### config.mk
export PLATFORM = sky130hd
export DESIGN_NAME = linear_probe_hash_table
export DESIGN_NICKNAME = d
export VERILOG_FILES = /design/src/hdl/lph_pkg.sv /design/src/hdl/lph_front.sv /design/src/hdl/lph_fifo.sv /design/src/hdl/lph_back.sv /design/src/hdl/linear_probe_hash_table.sv
export SDC_FILE = /design/constraint.sdc
export NUM_CORES = 2
export LEC_CHECK = 0
export BUFFER_PORTS_ARGS = -buffer_cell sky130_fd_sc_hd__buf_2
export CELL_PAD_IN_SITES_DETAIL_PLACEMENT = 1
export CELL_PAD_IN_SITES_GLOBAL_PLACEMENT = 1
export CORE_MARGIN = 10
export CORE_UTILIZATION = 45
export CTS_BUF_LIST = sky130_fd_sc_hd__clkbuf_2 sky130_fd_sc_hd__clkbuf_4 sky130_fd_sc_hd__clkbuf_8
export DETAILED_ROUTE_END_ITERATION = 10
export PLACE_DENSITY_LB_ADDON = 0.1
export SYNTH_ARGS = -nofsm -noshare
export SYNTH_HDL_FRONTEND = slang
export SYNTH_SLANG_ARGS = --single-unit
### constraint.sdc
create_clock -name clk_i -period 22.3 [get_ports clk_i]
set_input_delay 1.115 -clock clk_i [delete_from_list [all_inputs] [get_ports clk_i]]
set_output_delay 1.115 -clock clk_i [all_outputs]
set_load 0.01 [all_outputs]
### src/hdl/lph_pkg.sv
// Shared types and constants for the linear-probe hash table.
// Used by the front end, the back end and the top level; no dependencies.
package lph_pkg;

  localparam int OP_W       = 2;
  localparam int KEY_W      = 16;
  localparam int VAL_W      = 8;
  localparam int STATUS_W   = 3;
  localparam int SLOT_W     = 7;
  localparam int PROBE_W    = 8;

  // Hash product and reciprocal remainder
  localparam int PROD_W     = 2 * KEY_W;
  localparam int RED_STEPS  = 3;
  localparam int STEP_W     = $clog2(RED_STEPS);

  localparam int QUEUE_DEPTH = 2;

  typedef enum logic [OP_W-1:0] {
    OP_INSERT = 2'd0,
    OP_SEARCH = 2'd1,
    OP_DELETE = 2'd2
  } op_e;

  typedef enum logic [STATUS_W-1:0] {
    RS_INSERTED  = 3'd0,
    RS_FULL      = 3'd1,
    RS_FOUND     = 3'd2,
    RS_NOT_FOUND = 3'd3,
    RS_DELETED   = 3'd4,
    RS_DEL_MISS  = 3'd5
  } res_e;

  typedef enum logic [1:0] {
    SL_EMPTY = 2'd0,
    SL_USED  = 2'd1,
    SL_TOMB  = 2'd2
  } slot_e;

  typedef enum logic [1:0] {
    F_IDLE,
    F_MUL,
    F_DIV,
    F_PUSH
  } front_e;

  typedef enum logic [1:0] {
    B_CLEAR,
    B_IDLE,
    B_READ,
    B_EVAL
  } back_e;

  typedef struct packed {
    logic [OP_W-1:0]  op;
    logic [KEY_W-1:0] key;
    logic [VAL_W-1:0] val;
  } item_t;

endpackage

### src/hdl/lph_front.sv
// Front end: takes one transaction, squares the key and reduces it to the
// home slot, then hands the item to the command queue. Depends on lph_pkg.
module lph_front #(
  parameter int TABLE_SIZE = 128
) (
  input  logic                       clk_i,
  input  logic                       rst_ni,
  input  logic                       push_i,
  output logic                       full_o,
  input  logic [lph_pkg::OP_W-1:0]   opcode_i,
  input  logic [lph_pkg::KEY_W-1:0]  key_i,
  input  logic [lph_pkg::VAL_W-1:0]  value_i,
  input  logic                       q_full_i,
  output logic                       q_push_o,
  output lph_pkg::item_t             q_item_o,
  output logic [$clog2(TABLE_SIZE)-1:0] q_home_o
);
  import lph_pkg::*;

  localparam int  IDX_W   = $clog2(TABLE_SIZE);
  localparam bit  IS_POW2 = (TABLE_SIZE & (TABLE_SIZE - 1)) == 0;
  localparam int  RED_SHIFT = PROD_W + IDX_W;
  localparam logic [PROD_W:0] RECIP =
    (PROD_W+1)'((64'd1 << RED_SHIFT) / TABLE_SIZE);

  front_e               state_q, state_d;
  item_t                item_q, item_d;
  logic [PROD_W-1:0]    prod_q, prod_d;
  logic [PROD_W-1:0]    quo_q, quo_d;
  logic [IDX_W:0]       diff_q, diff_d;
  logic [IDX_W-1:0]     rem_q, rem_d;
  logic [STEP_W-1:0]    step_q, step_d;

  always_ff @(posedge clk_i or negedge rst_ni) begin
    if (!rst_ni) begin
      state_q <= F_IDLE;
      step_q  <= '0;
    end else begin
      state_q <= state_d;
      step_q  <= step_d;
    end
  end

  always_ff @(posedge clk_i) begin
    item_q <= item_d;
    prod_q <= prod_d;
    quo_q  <= quo_d;
    diff_q <= diff_d;
    rem_q  <= rem_d;
  end

  always_comb begin
    logic [2*PROD_W:0] qm;
    state_d  = state_q;
    item_d   = item_q;
    prod_d   = prod_q;
    quo_d    = quo_q;
    diff_d   = diff_q;
    rem_d    = rem_q;
    step_d   = step_q;
    full_o   = 1'b1;
    q_push_o = 1'b0;
    qm       = (2*PROD_W+1)'(prod_q) * (2*PROD_W+1)'(RECIP);
    case (state_q)
      F_IDLE: begin
        full_o = 1'b0;
        if (push_i) begin
          item_d.op  = opcode_i;
          item_d.key = key_i;
          item_d.val = value_i;
          state_d    = F_MUL;
        end
      end
      F_MUL: begin
        prod_d  = PROD_W'(item_q.key) * PROD_W'(item_q.key);
        rem_d   = '0;
        step_d  = '0;
        state_d = IS_POW2 ? F_PUSH : F_DIV;
      end
      F_DIV: begin
        // estimate the quotient by reciprocal, form the remainder, then
        // correct it once; the estimate is never more than one too small
        step_d = step_q + 1'b1;
        if (step_q == '0) begin
          quo_d = PROD_W'(qm >> RED_SHIFT);
        end else if (step_q == STEP_W'(1)) begin
          diff_d = (IDX_W+1)'(prod_q - PROD_W'(quo_q * PROD_W'(TABLE_SIZE)));
        end else begin
          rem_d   = (diff_q >= (IDX_W+1)'(TABLE_SIZE)) ?
                    IDX_W'(diff_q - (IDX_W+1)'(TABLE_SIZE)) : diff_q[IDX_W-1:0];
          state_d = F_PUSH;
        end
      end
      F_PUSH: begin
        if (!q_full_i) begin
          q_push_o = 1'b1;
          state_d  = F_IDLE;
        end
      end
      default: state_d = F_IDLE;
    endcase
  end

  assign q_item_o = item_q;
  assign q_home_o = IS_POW2 ? prod_q[IDX_W-1:0] : rem_q;

  a_div_exit: assert property (@(posedge clk_i) disable iff (!rst_ni)
    state_q == F_DIV |=> state_q == F_DIV || state_q == F_PUSH)
    else $error("front left the remainder loop early");

  a_home_range: assert property (@(posedge clk_i) disable iff (!rst_ni)
    q_push_o |-> IS_POW2 || (IDX_W+1)'(rem_q) < (IDX_W+1)'(TABLE_SIZE))
    else $error("home slot outside the table");

endmodule

### src/hdl/lph_fifo.sv
// Small command queue between the front end and the back end.
// Generic width; no package dependency.
module lph_fifo #(
  parameter int WIDTH = 8,
  parameter int DEPTH = 2
) (
  input  logic             clk_i,
  input  logic             rst_ni,
  input  logic             push_i,
  input  logic [WIDTH-1:0] data_i,
  output logic             full_o,
  input  logic             pop_i,
  output logic [WIDTH-1:0] data_o,
  output logic             empty_o
);

  localparam int PTR_W = $clog2(DEPTH);
  localparam int CNT_W = $clog2(DEPTH + 1);

  logic [WIDTH-1:0] buf_q [DEPTH];
  logic [PTR_W-1:0] wr_ptr_q, rd_ptr_q;
  logic [CNT_W-1:0] count_q;
  logic             do_push, do_pop;

  assign full_o  = count_q == CNT_W'(DEPTH);
  assign empty_o = count_q == '0;
  assign do_push = push_i && !full_o;
  assign do_pop  = pop_i && !empty_o;
  assign data_o  = buf_q[rd_ptr_q];

  always_ff @(posedge clk_i or negedge rst_ni) begin
    if (!rst_ni) begin
      wr_ptr_q <= '0;
      rd_ptr_q <= '0;
      count_q  <= '0;
    end else begin
      if (do_push) begin
        wr_ptr_q <= (wr_ptr_q == PTR_W'(DEPTH - 1)) ? '0 : wr_ptr_q + 1'b1;
      end
      if (do_pop) begin
        rd_ptr_q <= (rd_ptr_q == PTR_W'(DEPTH - 1)) ? '0 : rd_ptr_q + 1'b1;
      end
      if (do_push && !do_pop) begin
        count_q <= count_q + 1'b1;
      end else if (do_pop && !do_push) begin
        count_q <= count_q - 1'b1;
      end
    end
  end

  always_ff @(posedge clk_i) begin
    if (do_push) begin
      buf_q[wr_ptr_q] <= data_i;
    end
  end

endmodule

### src/hdl/lph_back.sv
// Back end: walks the probe sequence through the slot memory, applies the
// insert, search or delete and holds the result register. Depends on lph_pkg.
module lph_back #(
  parameter int TABLE_SIZE = 128
) (
  input  logic                          clk_i,
  input  logic                          rst_ni,
  input  logic                          q_empty_i,
  input  lph_pkg::item_t                q_item_i,
  input  logic [$clog2(TABLE_SIZE)-1:0] q_home_i,
  output logic                          q_pop_o,
  output logic                          res_valid_o,
  input  logic                          res_pop_i,
  output logic [lph_pkg::STATUS_W-1:0]  status_o,
  output logic [lph_pkg::SLOT_W-1:0]    slot_o,
  output logic [lph_pkg::PROBE_W-1:0]   probes_o
);
  import lph_pkg::*;

  localparam int IDX_W = $clog2(TABLE_SIZE);
  localparam int CNT_W = $clog2(TABLE_SIZE + 1);

  typedef struct packed {
    slot_e            st;
    logic [KEY_W-1:0] key;
    logic [VAL_W-1:0] val;
  } entry_t;

  entry_t slot_mem [TABLE_SIZE];
  entry_t rd_q;

  back_e                 state_q, state_d;
  logic [IDX_W-1:0]      addr_q, addr_d;
  logic [CNT_W-1:0]      cnt_q, cnt_d;
  item_t                 item_q, item_d;

  logic                  res_valid_q;
  logic [STATUS_W-1:0]   res_status_q;
  logic [SLOT_W-1:0]     res_slot_q;
  logic [PROBE_W-1:0]    res_probes_q;

  logic                  can_emit, emit;
  logic [STATUS_W-1:0]   e_status;
  logic [SLOT_W-1:0]     e_slot;
  logic [PROBE_W-1:0]    e_probes;
  logic                  wr_en;
  entry_t                wr_data;
  logic [IDX_W-1:0]      addr_next;

  assign can_emit  = !res_valid_q || res_pop_i;
  assign addr_next = (addr_q == IDX_W'(TABLE_SIZE - 1)) ? '0 : addr_q + 1'b1;

  // slot memory: one write port, one registered read port
  always_ff @(posedge clk_i) begin
    if (wr_en) begin
      slot_mem[addr_q] <= wr_data;
    end
    rd_q <= slot_mem[addr_q];
  end

  always_ff @(posedge clk_i or negedge rst_ni) begin
    if (!rst_ni) begin
      state_q     <= B_CLEAR;
      addr_q      <= '0;
      cnt_q       <= '0;
      res_valid_q <= 1'b0;
    end else begin
      state_q <= state_d;
      addr_q  <= addr_d;
      cnt_q   <= cnt_d;
      if (emit) begin
        res_valid_q <= 1'b1;
      end else if (res_pop_i) begin
        res_valid_q <= 1'b0;
      end
    end
  end

  always_ff @(posedge clk_i) begin
    item_q <= item_d;
    if (emit) begin
      res_status_q <= e_status;
      res_slot_q   <= e_slot;
      res_probes_q <= e_probes;
    end
  end

  always_comb begin
    logic done, wr_req, last;
    state_d  = state_q;
    addr_d   = addr_q;
    cnt_d    = cnt_q;
    item_d   = item_q;
    q_pop_o  = 1'b0;
    emit     = 1'b0;
    wr_en    = 1'b0;
    wr_data  = rd_q;
    e_status = RS_NOT_FOUND;
    e_slot   = '0;
    e_probes = PROBE_W'(cnt_q);
    done     = 1'b0;
    wr_req   = 1'b0;
    last     = cnt_q == CNT_W'(TABLE_SIZE);
    case (state_q)
      B_CLEAR: begin
        // sweep every slot to empty after reset
        wr_en          = 1'b1;
        wr_data.st     = SL_EMPTY;
        wr_data.key    = '0;
        wr_data.val    = '0;
        addr_d         = addr_next;
        if (addr_q == IDX_W'(TABLE_SIZE - 1)) begin
          state_d = B_IDLE;
        end
      end
      B_IDLE: begin
        if (!q_empty_i) begin
          if (q_item_i.op == OP_INSERT || q_item_i.op == OP_SEARCH ||
              q_item_i.op == OP_DELETE) begin
            q_pop_o = 1'b1;
            item_d  = q_item_i;
            addr_d  = q_home_i;
            cnt_d   = '0;
            state_d = B_READ;
          end else if (can_emit) begin
            // unused opcode: no probes, no state change
            q_pop_o  = 1'b1;
            emit     = 1'b1;
            e_status = RS_NOT_FOUND;
            e_probes = '0;
          end
        end
      end
      B_READ: begin
        cnt_d   = cnt_q + 1'b1;
        state_d = B_EVAL;
      end
      B_EVAL: begin
        case (item_q.op)
          OP_INSERT: begin
            if (rd_q.st != SL_USED) begin
              done        = 1'b1;
              wr_req      = 1'b1;
              wr_data.st  = SL_USED;
              wr_data.key = item_q.key;
              wr_data.val = item_q.val;
              e_status    = RS_INSERTED;
              e_slot      = SLOT_W'(addr_q);
            end else if (last) begin
              done     = 1'b1;
              e_status = RS_FULL;
            end
          end
          OP_SEARCH, OP_DELETE: begin
            e_status = (item_q.op == OP_DELETE) ? RS_DEL_MISS : RS_NOT_FOUND;
            if (rd_q.st == SL_EMPTY) begin
              done = 1'b1;
            end else if (rd_q.key == item_q.key && item_q.op == OP_DELETE) begin
              done       = 1'b1;
              wr_req     = 1'b1;
              wr_data.st = SL_TOMB;
              e_status   = RS_DELETED;
              e_slot     = SLOT_W'(addr_q);
            end else if (rd_q.key == item_q.key && rd_q.st == SL_USED) begin
              done     = 1'b1;
              e_status = RS_FOUND;
              e_slot   = SLOT_W'(addr_q);
            end else if (last) begin
              done = 1'b1;
            end
          end
          default: begin
            done = 1'b1;
          end
        endcase
        if (done) begin
          // hold here until the result register frees up
          if (can_emit) begin
            emit    = 1'b1;
            wr_en   = wr_req;
            state_d = B_IDLE;
          end
        end else begin
          addr_d  = addr_next;
          state_d = B_READ;
        end
      end
      default: state_d = B_IDLE;
    endcase
  end

  assign res_valid_o = res_valid_q;
  assign status_o    = res_status_q;
  assign slot_o      = res_slot_q;
  assign probes_o    = res_probes_q;

  a_no_overwrite: assert property (@(posedge clk_i) disable iff (!rst_ni)
    emit |-> !res_valid_q || res_pop_i)
    else $error("result register overwritten before pop");

  a_probe_bound: assert property (@(posedge clk_i) disable iff (!rst_ni)
    state_q == B_EVAL |-> cnt_q != '0 && cnt_q <= CNT_W'(TABLE_SIZE))
    else $error("probe count out of range");

  a_clear_quiet: assert property (@(posedge clk_i) disable iff (!rst_ni)
    state_q == B_CLEAR |-> !q_pop_o && !emit)
    else $error("command taken during clearing sweep");

  a_pop_nonempty: assert property (@(posedge clk_i) disable iff (!rst_ni)
    q_pop_o |-> !q_empty_i)
    else $error("pop from empty command queue");

endmodule

### src/hdl/linear_probe_hash_table.sv
// Open-addressing hash table with linear probing and tombstones.
// Top level: front end, command queue and back end. Depends on lph_pkg.
//
// Input channel: present opcode_i/key_i/value_i with push; the transaction
// is taken at a clock edge with push high and full low. Opcode 0 inserts,
// 1 searches, 2 deletes. Result channel: while empty is low the oldest
// result sits on status_o/slot_o/probes_o; pop takes it. One result per
// transaction, in order.
// Timing: the front end takes a transaction, squares the key and, unless
// TABLE_SIZE is a power of two, reduces it by reciprocal remainder
// (estimate the quotient, form the remainder, correct it once), then pushes
// the item into the queue before it takes a new transaction. The back end
// takes a command, then per slot examined reads the memory, then evaluates.
// A two-entry queue lets the front end hash the next key while a probe walk runs.
// Reset: the slot memory is swept to empty, one slot per cycle, from slot 0
// to TABLE_SIZE-1; transactions are accepted and queued during the sweep.
// A stalled receiver stops the back end once its result register is full;
// the front end and queue keep accepting until the queue fills.
module linear_probe_hash_table #(
  parameter int TABLE_SIZE = 128
) (
  input  logic                         clk_i,
  input  logic                         rst_ni,
  input  logic                         push,
  output logic                         full,
  input  logic [lph_pkg::OP_W-1:0]     opcode_i,
  input  logic [lph_pkg::KEY_W-1:0]    key_i,
  input  logic [lph_pkg::VAL_W-1:0]    value_i,
  output logic                         empty,
  input  logic                         pop,
  output logic [lph_pkg::STATUS_W-1:0] status_o,
  output logic [lph_pkg::SLOT_W-1:0]   slot_o,
  output logic [lph_pkg::PROBE_W-1:0]  probes_o
);
  import lph_pkg::*;

  localparam int IDX_W  = $clog2(TABLE_SIZE);
  localparam int CMD_W  = $bits(item_t) + IDX_W;

  item_t             enq_item, deq_item;
  logic [IDX_W-1:0]  enq_home, deq_home;
  logic              enq_push, enq_full, deq_pop, deq_empty;
  logic [CMD_W-1:0]  deq_data;
  logic              res_valid;

  lph_front #(
    .TABLE_SIZE(TABLE_SIZE)
  ) u_front (
    .clk_i    (clk_i),
    .rst_ni   (rst_ni),
    .push_i   (push),
    .full_o   (full),
    .opcode_i (opcode_i),
    .key_i    (key_i),
    .value_i  (value_i),
    .q_full_i (enq_full),
    .q_push_o (enq_push),
    .q_item_o (enq_item),
    .q_home_o (enq_home)
  );

  lph_fifo #(
    .WIDTH(CMD_W),
    .DEPTH(QUEUE_DEPTH)
  ) u_cmd_queue (
    .clk_i   (clk_i),
    .rst_ni  (rst_ni),
    .push_i  (enq_push),
    .data_i  ({enq_item, enq_home}),
    .full_o  (enq_full),
    .pop_i   (deq_pop),
    .data_o  (deq_data),
    .empty_o (deq_empty)
  );

  assign deq_item = deq_data[CMD_W-1:IDX_W];
  assign deq_home = deq_data[IDX_W-1:0];

  lph_back #(
    .TABLE_SIZE(TABLE_SIZE)
  ) u_back (
    .clk_i       (clk_i),
    .rst_ni      (rst_ni),
    .q_empty_i   (deq_empty),
    .q_item_i    (deq_item),
    .q_home_i    (deq_home),
    .q_pop_o     (deq_pop),
    .res_valid_o (res_valid),
    .res_pop_i   (pop),
    .status_o    (status_o),
    .slot_o      (slot_o),
    .probes_o    (probes_o)
  );

  assign empty = !res_valid;

endmodule
# == Yosys cells after proc, flatten, opt, wreduce, memory -nomap -nowiden ==
# Memory sizes are Yosys's and may differ from the RTL's. A register that Yosys moved wholly into a read port is not among the register bits.
# Index checks and enable logic that the tools add are counted.
# word_totals
word_cells,166
output_inout_bits,20
reg_bits,103
ramBits,3394
input_bits,30
mem_count,2
# op_classes
muxes,77
n_bitwise,1
reduce_logical,33
n_eq_ne,26
add_sub_neg,7
multipliers,1
# mem_list
name,depth,width,rd,rd_clocked_by_memory_dff,write_ports,line_no,text
u_back.slot_mem,128,26,1,1,1,lph_back.sv:29,entry_t slot_mem [TABLE_SIZE];
u_cmd_queue.buf_q,2,33,1,0,1,lph_fifo.sv:20,logic [WIDTH-1:0] buf_q [DEPTH];
# ops
operator,n
two-way mux 7 bit,8
case mux 26 bit (2 select lines),1
two-way mux 8 bit,6
two-way mux 1 bit,29
two-way mux 2 bit,14
two-way mux 26 bit,1
two-way mux 24 bit,1
case mux 7 bit (3 select lines),1
== test 16 bit,1
multiplier 16 x 16 -> 7 bit,1
case mux 2 bit (4 select lines),2
case mux 8 bit (2 select lines),1
two-way mux 3 bit,5
== test 2 bit (second input constant),7
zero test 2 bit,7
case mux 7 bit (2 select lines),1
== test 2 x 1 -> 1 bit (second input constant),6
inequality test 2 bit (second input constant),6
AND reduction 4 bit,3
adder 8 x 1 -> 8 bit (second input constant),1
== test 8 bit (second input constant),1
case mux 1 bit (2 select lines),4
case mux 2 bit (2 select lines),2
nonzero test 2 bit,4
other kinds (16),32

# == Depth between registers and ports, before layout ==
# logic_depth
ltp_word,11
depth_mapped,13
mapped_depth_nobuf,12

# == Cells and area by module ==
# From an unflattened synthesis, not the netlist that was laid out.
# hier_totals
cells_unflattened,5262
area_unflattened_um2,97096.9
# by_module_without_submodules
module,area_each_um2,seq_area_each_um2,cells_per_inst,n_inst
lph_back,92733.9,71078.2,5039,1
lph_fifo,2730.1,2082.0,122,1
lph_front,1629.1,1061.0,100,1
linear_probe_hash_table,3.8,0.0,1,1

# == Least setup slack after synthesis ==
# Ideal clock, no wire load.
# synth_path
path_kind,reg-to-reg
from,reg u_back.item_q[17] (netlist bit)
to,"mem u_back.slot_mem[0][24] (netlist bit), data pin"
setup_slack_ns,15.132
synth_period_minus_slack_ns,7.168
path_buffers,0
required_time_ns,21.103
path_stages_with_launch,7
setup_ns,1.197
arrival_ns,5.971
path_cell_list,edfxtp_1 xor2_1 nor4_1 and4_1 nand2_1 a21oi_1 o21ai_0
# synth_rtl
item,line_no,text
from (decl),lph_back.sv:35,"item_t item_q, item_d;"
from (signal assigned),lph_back.sv:80,item_q <= item_d;
to (decl),lph_back.sv:29,

==> out/qor.yml <==
floorplan:
  coreArea_mm2: 0.212
  start_util_pct: 45.2
  die_x_um: 481
  dieHeight_um: 481
  dieArea_mm2: 0.232
  row_count: 169
  io_pins: 50
timing:
  rsz0062_at_grt: "no"
  drv_slew: 0
  period_share_pct: 26.8
  skew_ns: 0.0801
  min_period_ns: 5.98
  setup_tns_ns: 0
  setup_viol: 0
  worst_pin_slew_ns: 1.39
  hold_viol_final: 0
  timing.slew.headroom_pct: 7.21
  timing.fmax_mhz: 167
logic_synthesis:
  synth_largest_type_area_fraction_pct: 75.6
  synth_nets: 5372
  synth_area_leaders: "edfxtp_1 (76%), mux4_2 (3.5%), a221oi_1 (2.5%)"
  synth.distinct_cells: 90
  async_reset_ff_share_pct: 1.06
  synth-edff-count: 2412
  synth_ff_type: "edfxtp_1"
  avgSynthCellArea_um2: 18.0
  yosysSeqAreaShare_pct: 76.7
  ys_ff_latch: 2456
  ys_warn_count: 0
  syn_inst: 5312
  synthMostInstantiatedCell: "edfxtp_1"
  syn-cell-area_mm2: 0.0958
  yosysTopAreaCell: "edfxtp_1"
  synth_commonest_cells: "edfxtp_1 (2412), nor2_1 (279), a221oi_1 (277)"
worst_setup_path:
  critPathLaunchType: "flop"
  crit_fanout: 37
  end_kind: "flop"
  cp_data_required_time_ns: 23.16
  arrival_ns: 6.85
  reg2reg_depth: 9
  worstSetupPathType: "flop to flop"
global_routing:
  grt_usage_pct: 29.3
  grt_pass1_vias: 57800
  grt_pass1_wl_um: 476000
  overflow: 0
  grt_max_degree: 99
  antenna_found_initial: 29
cells_and_area:
  layout.nets: 5790
  drive_gt1_share_pct: 25.5
  fill_cells: 19500
  area_growth_pct: 13.5
run:
  drv_cap: 0
routing:
  routed-wl-met3_um: 34200
  route.detailed.wl_per_inst_um: 39.1
  drt_drc_violations_left: 0
  antenna_left: 0
  routed_via_density: 6.51
  drt_iter0_drc: 7431
  wl_met1_um: 137000
  route.vias.total: 57800
  dr_wl_met2_um: 157000
  top_layer: "met5"
  firstDrtPassIters: 6
  drt-total-wl_um: 347000
clock_network:
  clockBufferDepth: 4
  root_buffer: "clkbuf_8"
  cts_inserted_buffers: 422
  clk_latency_ns: 1.17
  cts_num_sinks: 2456
  htreeDepth: 5
  cts_tree: "done"
  cts.clk_slew.worst_paths_ns: 0.07
min_path:
  hold_path_depth: 1
  hp-class: "input port to flop"
place:
  routabilityCongestion: 0.919
  place_hpwl_um: 209000
  io_buffers: 41
pwr:
  total_power_mw: 9.12
  power.leakage_nw: 36.7
  ir_worst_vdd_v: 0.0000747
  power_density_mw_per_mm2: 83.9
run_status:
  status: "finished, final reports clean"
-- final timing paths --
kind | endpoint | slack [ns] | startpoint
min in group asynchronous | u_back.addr_q[0] | 0.57 | rst_ni
max in group asynchronous | u_back.addr_q[1] | 21.20 | rst_ni
worst min-delay path | u_front.q_item_o[14] | 0.13 | key_i[6]
worst min register to register | u_cmd_queue.buf_q[0][31] | 0.44 | u_front.q_item_o[24]
worst max-delay path | u_back.rd_q[24] | 16.32 | u_back.addr_q[0]
worst max register to register | u_back.rd_q[24] | 16.32 | u_back.addr_q[0]
-- cell type report --
| class | instances | area (um^2) | share of cell area (%) |
|---|---|---|---|
| well taps | 2821 | 3530 | 3.25 |
| clock buffers | 572 | 6970 | 6.41 |
| flip-flops and latches | 2456 | 73500 | 67.6 |
| repair buffers | 349 | 2640 | 2.43 |
| diodes | 9 | 22.5 | 0.0207 |
| clock inverters | 169 | 945 | 0.869 |
| inverters | 35 | 146 | 0.135 |
| multi-input cells | 2466 | 21000 | 19.3 |
-- flip-flops by register name, summed over array words and instances, names as in the netlist, 3 cells and up --
| name | flops |
|---|---|
| u_back.addr_q | 7 |
| u_front.prod_q | 6 |
| u_cmd_queue.buf_q | 48 |
| u_back.status_o | 3 |
| u_back.cnt_q | 8 |
| u_back.slot_o | 7 |
| u_back.probes_o | 8 |
| u_back.item_q | 18 |
| u_back.slot_mem | 2304 |
| u_front.q_item_o | 18 |
| u_back.rd_q | 18 |
-- kinds of logic after synthesis --
logic type	count (synthesis)	share of synthesized area, %
xor+xnor	34	0.311
buf+inv	390	2.16
fa+ha+maj	30	0.415
simple gates	731	3.56
mux	557	8.05
flops	2456	76.7
compound gates	1114	8.82
-- per-layer routing --
layer  vias up  global-route usage (%)
met1     31000                    39.7
met2      3274                    44.8
met5         -                       0
li1      22800                       -
met4        18                    14.0
met3       753                    7.15
-- where the power goes --
group          switching [mW]  internal, mW  total (mW)
clock                    1.84          2.10        3.94
sequential             0.0207          5.05        5.07
combinational          0.0631        0.0407       0.104
total                    1.92          7.20        9.12
-- repair_timing --
item | 4_1_cts | 5_1_grt
endpoints found under the setup margin | 0 | 0
gates resized for setup | 0 | 0
hold buffers | 1 | 0
hold endpoints to repair | 3 | 0
setup buffers | 0 | 0
-- cells in the final DEF, fill, tap and decap left out, types with 110 or more instances in the layout --
cell	count
nand2_1	205
a21oi_1	121
mux2_2	189
edfxtp_1	2412
nor2_1	145
nor2_2	124
a221oi_1	277
a22oi_1	159
mux4_2	150
clkbuf_8	427
o21ai_0	111
clkbuf_4	145
mux2i_1	212
clkinv_1	110
buf_4	296
-- per-stage QoR --
stage	cell area (um^2)	instances	utilization, %	worst slack, ns	hold slack [ns]
after floorplan	95800	5312	-	15.13	0.421
after global placement	101000	8123	47.5	16.45	0.425
after detailed placement	101000	8126	47.6	16.44	0.433
after CTS	109000	8868	51.3	16.38	0.0528
after global routing	109000	8869	51.3	16.06	0.103
final	109000	8877	51.3	16.32	0.133
-- worst max-delay path, cell delays in order, from the launching register on --
cell and delay [ns]:
dfrtp_4 0.76, buf_4 0.75, buf_4 0.68, buf_4 0.66, nand2b_1 0.81, o22ai_1 0.15, a221o_1 0.30, a211o_1 0.41
a2111oi_2 0.55, nand4_1 0.47
(Power assumes the default switching activity.)
